--- src/rtl/core/abmw_pkg.sv ---
// shared types, constants and helper functions for the maze walk block
package abmw_pkg;

  // grid limits
  localparam int MAX_CELL_ROWS = 32;
  localparam int MAX_CELL_COLS = 32;

  // field and state widths
  localparam int REG_W   = 7;   // config register width
  localparam int POS_W   = 6;   // maze coordinate width
  localparam int CELL_W  = 5;   // cell coordinate width (maze coordinate / 2)
  localparam int GRID_W  = 6;   // cells along one axis, 1..32
  localparam int LEFT_W  = 11;  // unvisited cell count
  localparam int EPOCH_W = 4;   // visited mark tag
  localparam int APB_AW  = 3;
  localparam int APB_DW  = 32;

  // register reset value and clamp limit
  localparam logic [REG_W-1:0] REG_RESET = 7'd63;
  localparam logic [REG_W-1:0] REG_LIMIT = 7'd64;

  // request codes
  localparam logic REQ_START = 1'b0;
  localparam logic REQ_STEP  = 1'b1;

  // direction codes
  localparam logic [1:0] DIR_UP    = 2'd0;
  localparam logic [1:0] DIR_DOWN  = 2'd1;
  localparam logic [1:0] DIR_LEFT  = 2'd2;
  localparam logic [1:0] DIR_RIGHT = 2'd3;

  // register index (paddr bit 2)
  localparam logic REG_IDX_ROWS = 1'b0;
  localparam logic REG_IDX_COLS = 1'b1;

  typedef struct packed {
    logic       req_type;
    logic [1:0] direction;
  } abmw_in_t;

  typedef struct packed {
    logic             moved;
    logic             carved;
    logic [POS_W-1:0] wall_row;
    logic [POS_W-1:0] wall_col;
    logic [POS_W-1:0] pos_row;
    logic [POS_W-1:0] pos_col;
    logic             finished;
  } abmw_out_t;

  // control from the handshake stage to the walker core
  typedef struct packed {
    logic       item_v;
    logic       fire;
    abmw_in_t   item;
    logic [1:0] occ_dir;
  } abmw_ctrl_t;

  // status from the walker core
  typedef struct packed {
    logic sweeping;
    logic hold;
  } abmw_stat_t;

  // neighbor cell of a move
  typedef struct packed {
    logic              ok;
    logic [CELL_W-1:0] nr;
    logic [CELL_W-1:0] nc;
  } abmw_tgt_t;

  // cells along one axis from a register value
  function automatic logic [GRID_W-1:0] cells_along(input logic [REG_W-1:0] reg_val,
                                                     input int cap);
    logic [REG_W-1:0]  n;
    logic [GRID_W-1:0] c;
    n = reg_val;
    if (n == '0) n = REG_W'(1);
    if (n > REG_LIMIT) n = REG_LIMIT;
    c = GRID_W'((n + REG_W'(1)) >> 1);
    if (int'(c) > cap) c = GRID_W'(cap);
    return c;
  endfunction

  // neighbor cell in a direction, ok when it stays inside the grid
  function automatic abmw_tgt_t step_target(input logic [CELL_W-1:0] cr,
                                            input logic [CELL_W-1:0] cc,
                                            input logic [1:0]        dir,
                                            input logic [GRID_W-1:0] gr,
                                            input logic [GRID_W-1:0] gc);
    abmw_tgt_t t;
    t.ok = 1'b0;
    t.nr = cr;
    t.nc = cc;
    case (dir)
      DIR_UP: begin
        t.ok = (cr != '0);
        t.nr = cr - CELL_W'(1);
      end
      DIR_DOWN: begin
        t.ok = ((GRID_W'(cr) + GRID_W'(1)) < gr);
        t.nr = cr + CELL_W'(1);
      end
      DIR_LEFT: begin
        t.ok = (cc != '0);
        t.nc = cc - CELL_W'(1);
      end
      DIR_RIGHT: begin
        t.ok = ((GRID_W'(cc) + GRID_W'(1)) < gc);
        t.nc = cc + CELL_W'(1);
      end
      default: begin
        t.ok = 1'b0;
      end
    endcase
    return t;
  endfunction

endpackage

--- src/rtl/core/abmw_cfg.sv ---
// apb register file holding the maze size registers
module abmw_cfg (
  input  logic                         clk,
  input  logic                         rst_n,
  input  logic                         psel,
  input  logic                         penable,
  input  logic                         pwrite,
  input  logic [abmw_pkg::APB_AW-1:0]  paddr,
  input  logic [abmw_pkg::APB_DW-1:0]  pwdata,
  output logic [abmw_pkg::APB_DW-1:0]  prdata,
  output logic                         pready,
  output logic [abmw_pkg::REG_W-1:0]   maze_rows,
  output logic [abmw_pkg::REG_W-1:0]   maze_cols
);

  logic [abmw_pkg::REG_W-1:0] rows_r, rows_nxt;
  logic [abmw_pkg::REG_W-1:0] cols_r, cols_nxt;
  logic                       wr_en;

  assign pready = 1'b1;
  assign wr_en  = psel & penable & pwrite & pready;

  // register write decode
  always_comb begin
    rows_nxt = rows_r;
    cols_nxt = cols_r;
    if (wr_en) begin
      if (paddr[2] == abmw_pkg::REG_IDX_ROWS) begin
        rows_nxt = pwdata[abmw_pkg::REG_W-1:0];
      end else begin
        cols_nxt = pwdata[abmw_pkg::REG_W-1:0];
      end
    end
  end

  always_ff @(posedge clk) begin
    if (!rst_n) begin
      rows_r <= abmw_pkg::REG_RESET;
      cols_r <= abmw_pkg::REG_RESET;
    end else begin
      rows_r <= rows_nxt;
      cols_r <= cols_nxt;
    end
  end

  // read mux
  always_comb begin
    if (paddr[2] == abmw_pkg::REG_IDX_COLS) begin
      prdata = abmw_pkg::APB_DW'(cols_r);
    end else begin
      prdata = abmw_pkg::APB_DW'(rows_r);
    end
  end

  assign maze_rows = rows_r;
  assign maze_cols = cols_r;

endmodule

--- config.mk ---
export PLATFORM = sky130hd
export DESIGN_NAME = abmw_cfg
export DESIGN_NICKNAME = d
export VERILOG_FILES = /design/src/rtl/core/abmw_pkg.sv /design/src/rtl/core/abmw_cfg.sv
export SDC_FILE = /design/constraint.sdc
export NUM_CORES = 1
export LEC_CHECK = 0
export ABC_CLOCK_PERIOD_IN_PS = 1000
export BUFFER_PORTS_ARGS = -buffer_cell sky130_fd_sc_hd__buf_2
export CAP_MARGIN = 20
export CORE_MARGIN = 1
export CORE_UTILIZATION = 36
export DETAILED_ROUTE_END_ITERATION = 7
export PLACE_DENSITY = 0.8
export SYNTH_ARGS = -nofsm -noshare
export SYNTH_HDL_FRONTEND = slang
export SYNTH_SLANG_ARGS = --single-unit
--- constraint.sdc ---
create_clock -name clk -period 1 [get_ports clk]
set_input_delay 0.05 -clock clk [delete_from_list [all_inputs] [get_ports clk]]
set_output_delay 0.05 -clock clk [all_outputs]
set_load 0.01 [all_outputs]
==> flow_summary.rst, run 1 <==
.. list-table::
   :header-rows: 1

   * - Metric
     - Value
   * - Total core area
     - 0.002276 mm2
   * - Syn Std Cell Area
     - 899.6 um2
   * - Tightest Hold Check Type
     - primary input to flop
   * - Critical Path Fanout Max
     - 2
   * - Hold slack
     - 41.96 ps
   * - Worst Skew
     - 0 ps
   * - IO buf count
     - 33
   * - Number of different library cells in the post-synthesis netlist
     - 11
   * - Final worst-path setup slack
     - -39.82 ps
   * - Sw Ratio
     - 26.30%
   * - Combinational fraction of design power
     - 18.8%
   * - Post-place setup slack
     - 45.48 ps
   * - Setup slack, reg-to-reg
     - 230 ps
   * - Starting utilization of the core area
     - 39.53%
   * - TritonCTS clock tree
     - done
   * - Met3 wire length
     - 142 um
   * - Seq cells post-synth
     - 14
   * - Vert. Die Dim
     - 51.99 um
   * - Met1 Routed Length
     - 716 um
   * - Total number of clock tree sinks
     - 14
   * - DRT Pass-1 Iters
     - 2
   * - Worst IR drop on VDD
     - 617.0 uV
   * - Switching power summed over all nets
     - 0.2857 mW
   * - GRT Total Usage
     - 13.51%
   * - CP Data Required Time
     - 950 ps
   * - Proportion of power drawn by the clock network
     - 27.9%
   * - Dpl hpwl
     - 1.166 mm
   * - WL met2
     - 876 um
   * - Worst-Skew Late Latency
     - 270 ps
   * - Aggregate negative setup slack
     - -215.3 ps
   * - Internal Pwr Total
     - 0.8007 mW
   * - Buffer depth of the longest clock path
     - 2
   * - Master of the slowest instance on the critical path
     - sky130_fd_sc_hd__dfxtp_2
   * - Count of max-cap constraint violations
     - 0
   * - Final hold violations
     - 0
   * - Cell area power density
     - 947.9 mW/mm2
   * - R2r worst-path depth
     - 3
   * - Area growth from synthesis to final layout
     - 27.40%
   * - Level count of the clock H-tree
     - 1
   * - Startpoint types
     - flop
   * - Arrival time of the worst setup path
     - 990 ps
   * - Total of warnings raised by yosys
     - 0
   * - Category of the most critical setup path
     - flop to output pin
   * - Fraction of layout cells with a size suffix above 1
     - 53.03%
   * - Number of cells on the worst hold path
     - 3
   * - Cell count after placement
     - 146
   * - Die Wd
     - 51.99 um
   * - Top layer reached by signal wires
     - met3
   * - Detailed router's first-iteration violation count
     - 3
   * - Type of destination of the critical path
     - output pin
   * - Number of global-route vias before repair
     - 625
   * - Wire length of the first global-routing pass
     - 2.649 mm
   * - Final net count
     - 174
   * - Worst path cell trace
     - mux2_2 > buf_6
   * - Largest net degree at the start of global routing
     - 22
   * - Syn_area_per_cell
     - 9.886 um2
   * - Timing-limited maximum frequency
     - 961.7 MHz
   * - Status
     - finished, violations left
   * - Final cell count without fillers
     - 160
   * - Residual overflow from global routing
     - 0
   * - Leak pwr
     - 0.5597 nW
   * - Count of final max-slew check failures
     - 0
   * - Unrepaired setup endpoints after global routing
     - yes
   * - Remaining DRCs
     - 0
   * - Cells after synthesis
     - 91
   * - Avg Vias per Cell
     - 4.263
   * - Clock-pin slew on the worst setup and hold paths
     - 80 ps
   * - Commonest non-fill, non-tap cells in the layout
     - sky130_fd_sc_hd__conb_1 (26), sky130_fd_sc_hd__buf_2 (26), sky130_fd_sc_hd__nor2b_1 (18)
   * - Total die area
     - 0.002703 mm2
   * - Number of I/O pins
     - 87
   * - Post-CTS Hold Buffers
     - 0
   * - WL final
     - 1.735 mm
   * - Root buf cell
     - sky130_fd_sc_hd__clkbuf_4
   * - Remaining number of nets flagged by the antenna check after routing
     - 0
   * - Longest individual stage delay on the worst path
     - 330 ps
   * - Post-detailed-route wirelength per cell
     - 10.84 um
   * - Final setup violation count
     - 7
   * - Antenna violations before repair
     - 0
   * - Number of buffers inserted during clock tree synthesis
     - 3
   * - Flop pwr share
     - 53.3%
   * - Violations in the final reports
     - setup timing
   * - Placer's final routability congestion estimate
     - 0.6759
   * - Number of vias in the routed layout
     - 682
   * - Final worst-path cycle share
     - 104.0%
   * - Antenna diode instance count
     - 0
   * - Count of standard-cell rows
     - 17
   * - Total Power
     - 1.086 mW
   * - Fraction of the yosys area taken by sequential cells
     - 31.15%
   * - Min Tclk post-route
     - 1040 ps
-- state kept, by name (all words and copies together) (netlist names) --
register,count
maze_rows,7
maze_cols,7
-- final timing paths --
check                    start      endpoint
setup / recovery  maze_cols[3]     prdata[3]
hold / removal       pwdata[1]  maze_rows[1]
setup reg to reg  maze_cols[4]  maze_cols[4]
hold reg to reg   maze_cols[2]  maze_cols[2]
-- metal layers --
layer / global-route usage [%] / up-vias
li1: - / 327
met1: 14.59 / 313
met2: 25.00 / 42
met3: 3.801 / 0
met4: 4.054 / 0
met5: 0 / -
-- synthesized netlist by cell type (all sizes together) --
cell	n	share of area [%]
and4	1	0.97
buf	29	25
clkbuf	2	0.83
conb	2	0.83
dfxtp	14	31
mux2	7	8.8
mux2i	14	16
nand2	3	1.3
nand4b	1	2.6
nor2b	18	13
-- repair_timing --
item | in CTS | in global routing
gates resized for setup | 24 | 2
setup buffers | 11 | 0
endpoints found under the setup margin | 7 | 7
-- critical path, delay by kind of cell, from the launching register on --
family                 cells  cell delay, ps
DFF                        1             330
buffers and inverters      1             120
muxes                      1             270
-- layout make-up --
| class | instances | area, um2 |
|---|---|---|
| timing repair buffer | 45 | 299.0 |
| clock buffer | 3 | 22.52 |
| multi-input combinational | 70 | 491.7 |
| tap | 28 | 35.03 |
| sequential | 14 | 297.8 |
| fill | 205 | 1130 |
-- metrics by stage --
stage / utilization [%] / area [um2]
floorplan: - / 989.7
global placement: 42.22 / 960.9
detailed placement: 42.22 / 960.9
CTS: 50.03 / 1139
global route: 50.36 / 1146
finish: 50.36 / 1146
-- cells by family (layout without fill, tap and decap cells) --
group	count (synthesis)	in the layout	synth area share (%)
buffers and inverters	31	48	26.29
AND/OR/NAND/NOR	23	23	17.39
flip-flops	14	14	31.15
other	2	26	0.8348
multiplexers	21	21	24.34
-- power by group through the flow --
stage	Sequential (mW)	Clock [mW]	Combinational [mW]
floorplan	0.596	0	0.194
global placement	0.591	0	0.171
detailed placement	0.591	0	0.175
CTS	0.578	0.321	0.204
global route	0.581	0.336	0.226
finish	0.579	0.303	0.205
(Power assumes the default switching activity.)
==> run 2: changes to the inputs <==
CORE_MARGIN = unset   (was 1)
SETUP_SLACK_MARGIN = 0.4   (was unset)
==> run 2 against run 1 <==
  * Maximum frequency down 2.0%
  * Utilization increased by 10 points
  * Highest routed layer is now met4
  * Via count increased by 3.7%
  * The flow still finishes with violations (setup timing)
  * Clock skew stayed put
  * Sequential share of layout area down 4.5 points
  * Critical endpoint is now prdata[0]
  * Die area stayed put
  * Routed wire length grew 21%
==> flow_summary.rst, run 2 (synthesis results as in run 1) <==
.. list-table::
   :header-rows: 1

   * - Metric
     - Value
   * - Total Power
     - 1.259 mW
   * - Residual overflow from global routing
     - 0
   * - Final Util
     - 60.80%
   * - Category of the most critical setup path
     - flop to output pin
   * - Commonest non-fill, non-tap cells in the layout
     - sky130_fd_sc_hd__buf_6 (32), sky130_fd_sc_hd__conb_1 (26), sky130_fd_sc_hd__nor2b_1 (15)
   * - Placer's final routability congestion estimate
     - 0.5785
   * - Remaining number of nets flagged by the antenna check after routing
     - 0
   * - Detailed router's first-iteration violation count
     - 3
   * - Final setup violation count
     - 9
   * - Min Tclk post-route
     - 1061 ps
   * - Avg Vias per Cell
     - 4.183
   * - Remaining DRCs
     - 0
   * - Worst IR drop on VDD
     - 861.4 uV
   * - Longest individual stage delay on the worst path
     - 330 ps
   * - Number of vias in the routed layout
     - 707
   * - Crit Reg-Reg Startpoint
     - maze_rows[4]
   * - Worst Skew
     - 0 ps
   * - Wire length of the first global-routing pass
     - 3.284 mm
   * - Area growth from synthesis to final layout
     - 53.83%
   * - Number of buffer and inverter instances along the worst setup path
     - 1
   * - WL final
     - 2.103 mm
   * - Startpoint types
     - flop
   * - Final net count
     - 182
   * - Arrival time of the worst setup path
     - 1010 ps
   * - Dpl hpwl
     - 1.209 mm
   * - Number of global-route vias before repair
     - 723
   * - Critical Path Fanout Max
     - 2
   * - Buffer depth of the longest clock path
     - 2
   * - DRT Pass-1 Iters
     - 4
   * - Count of final max-slew check failures
     - 0
   * - Total die area
     - 0.002703 mm2
   * - Placed cell area
     - 988.4 um2
   * - Final hold violations
     - 0
   * - Antenna diode instance count
     - 0
   * - Aggregate negative setup slack
     - -402.5 ps
   * - Tightest Hold Check Type
     - primary input to flop
   * - Clock-pin slew on the worst setup and hold paths
     - 90 ps
   * - Master of the slowest instance on the critical path
     - sky130_fd_sc_hd__dfxtp_2
   * - Post-detailed-route wirelength per cell
     - 12.44 um
   * - Starting utilization of the core area
     - 39.53%
   * - Level count of the clock H-tree
     - 1
   * - CP top delay family
     - flip-flops
   * - Type of destination of the critical path
     - output pin
   * - Launch instance of the worst min-delay path
     - pwdata[4]
   * - Worst path cell trace
     - mux2_2 > buf_6
   * - Post-CTS Hold Buffers
     - 0
   * - GRT Total Usage
     - 16.94%
   * - Most common cell after layout, fill and taps aside
     - sky130_fd_sc_hd__buf_6
   * - Largest net degree at the start of global routing
     - 22
   * - Root buf cell
     - sky130_fd_sc_hd__clkbuf_4
   * - Worst-Skew Late Latency
     - 290 ps
   * - Number of I/O pins
     - 87
   * - IO buf count
     - 33
   * - Number of buffers inserted during clock tree synthesis
     - 3
   * - Total number of clock tree sinks
     - 14
   * - Count of max-cap constraint violations
     - 0
   * - Cell area power density
     - 909.9 mW/mm2
   * - Post-layout instance area
     - 0.001384 mm2
   * - Vert. Die Dim
     - 51.99 um
   * - Final worst-path setup slack
     - -61.02 ps
   * - Fraction of layout cells with a size suffix above 1
     - 58.87%
   * - Final worst-path cycle share
     - 106.1%
   * - Critical path launch point
     - maze_cols[0]
   * - Die Wd
     - 51.99 um
   * - Total core area
     - 0.002276 mm2
   * - Leak pwr
     - 0.6846 nW
   * - Unrepaired setup endpoints after global routing
     - yes
   * - Status
     - finished, violations left
   * - Antenna violations before repair
     - 0
   * - Violations in the final reports
     - setup timing
   * - Count of standard-cell rows
     - 17
   * - CP Data Required Time
     - 950 ps
   * - Timing-limited maximum frequency
     - 942.5 MHz
   * - TritonCTS clock tree
     - done
   * - Hold slack
     - 24.92 ps
## run 2: changes by cell type in the layout (fill, tap and decap cells not counted), moves of 3 or more
cell,delta
sky130_fd_sc_hd__buf_2,-13
sky130_fd_sc_hd__buf_4,-5
sky130_fd_sc_hd__buf_6,+25
sky130_fd_sc_hd__nor2b_1,-3
sky130_fd_sc_hd__nor2b_4,+3
## run 2: metrics by stage
stage	cells	setup WS, ps
after global routing	169	-95.66
after CTS	165	-58.07
final	169	-61.02
after global placement	148	154.5
after detailed placement	148	155.6
after floorplan	115	312.2
## run 2: path summary, 6_finish.rpt
path	endpoint	slack (ps)	depth (start not counted)
min reg2reg	maze_cols[6]	480	2
max	prdata[0]	-60	2
max reg2reg	maze_rows[4]	160	4
min	maze_rows[4]	20	3
## run 2: power by group
group / switching [mW] / internal [mW] / leakage (nW)
logic: 0.130 / 0.128 / 0.555
registers: 0.00779 / 0.572 / 0.109
clock network: 0.200 / 0.222 / 0.0210
total: 0.337 / 0.922 / 0.685
## run 2: final cells by class
| cell class | count | area (um2) |
|---|---|---|
| fill | 206 | 892.1 |
| clock buffer | 4 | 36.28 |
| timing repair buffer | 53 | 498.0 |
| multi-input combinational | 70 | 516.7 |
| sequential | 14 | 297.8 |
| tap | 28 | 35.03 |
## run 2: timing repair
item / in CTS / in global routing
hold endpoints to repair: 0 / 0
endpoints found under the setup margin: 34 / 35
buffers inserted: 13 / 4
gates resized for setup: 44 / 13
## run 2: tightest hold or removal path, cell delays in order
cell and delay [ps]:
sky130_fd_sc_hd__buf_2 80, sky130_fd_sc_hd__nor2b_1 50, sky130_fd_sc_hd__mux2i_1 100
## run 2: metal layers
layer	track usage [%]	up-vias	share of wire [%]
li1	-	341	-
met1	18.52	332	41
met2	30.98	31	53
met3	3.801	3	5.1
met4	6.757	0	1.3
met5	0	-	0
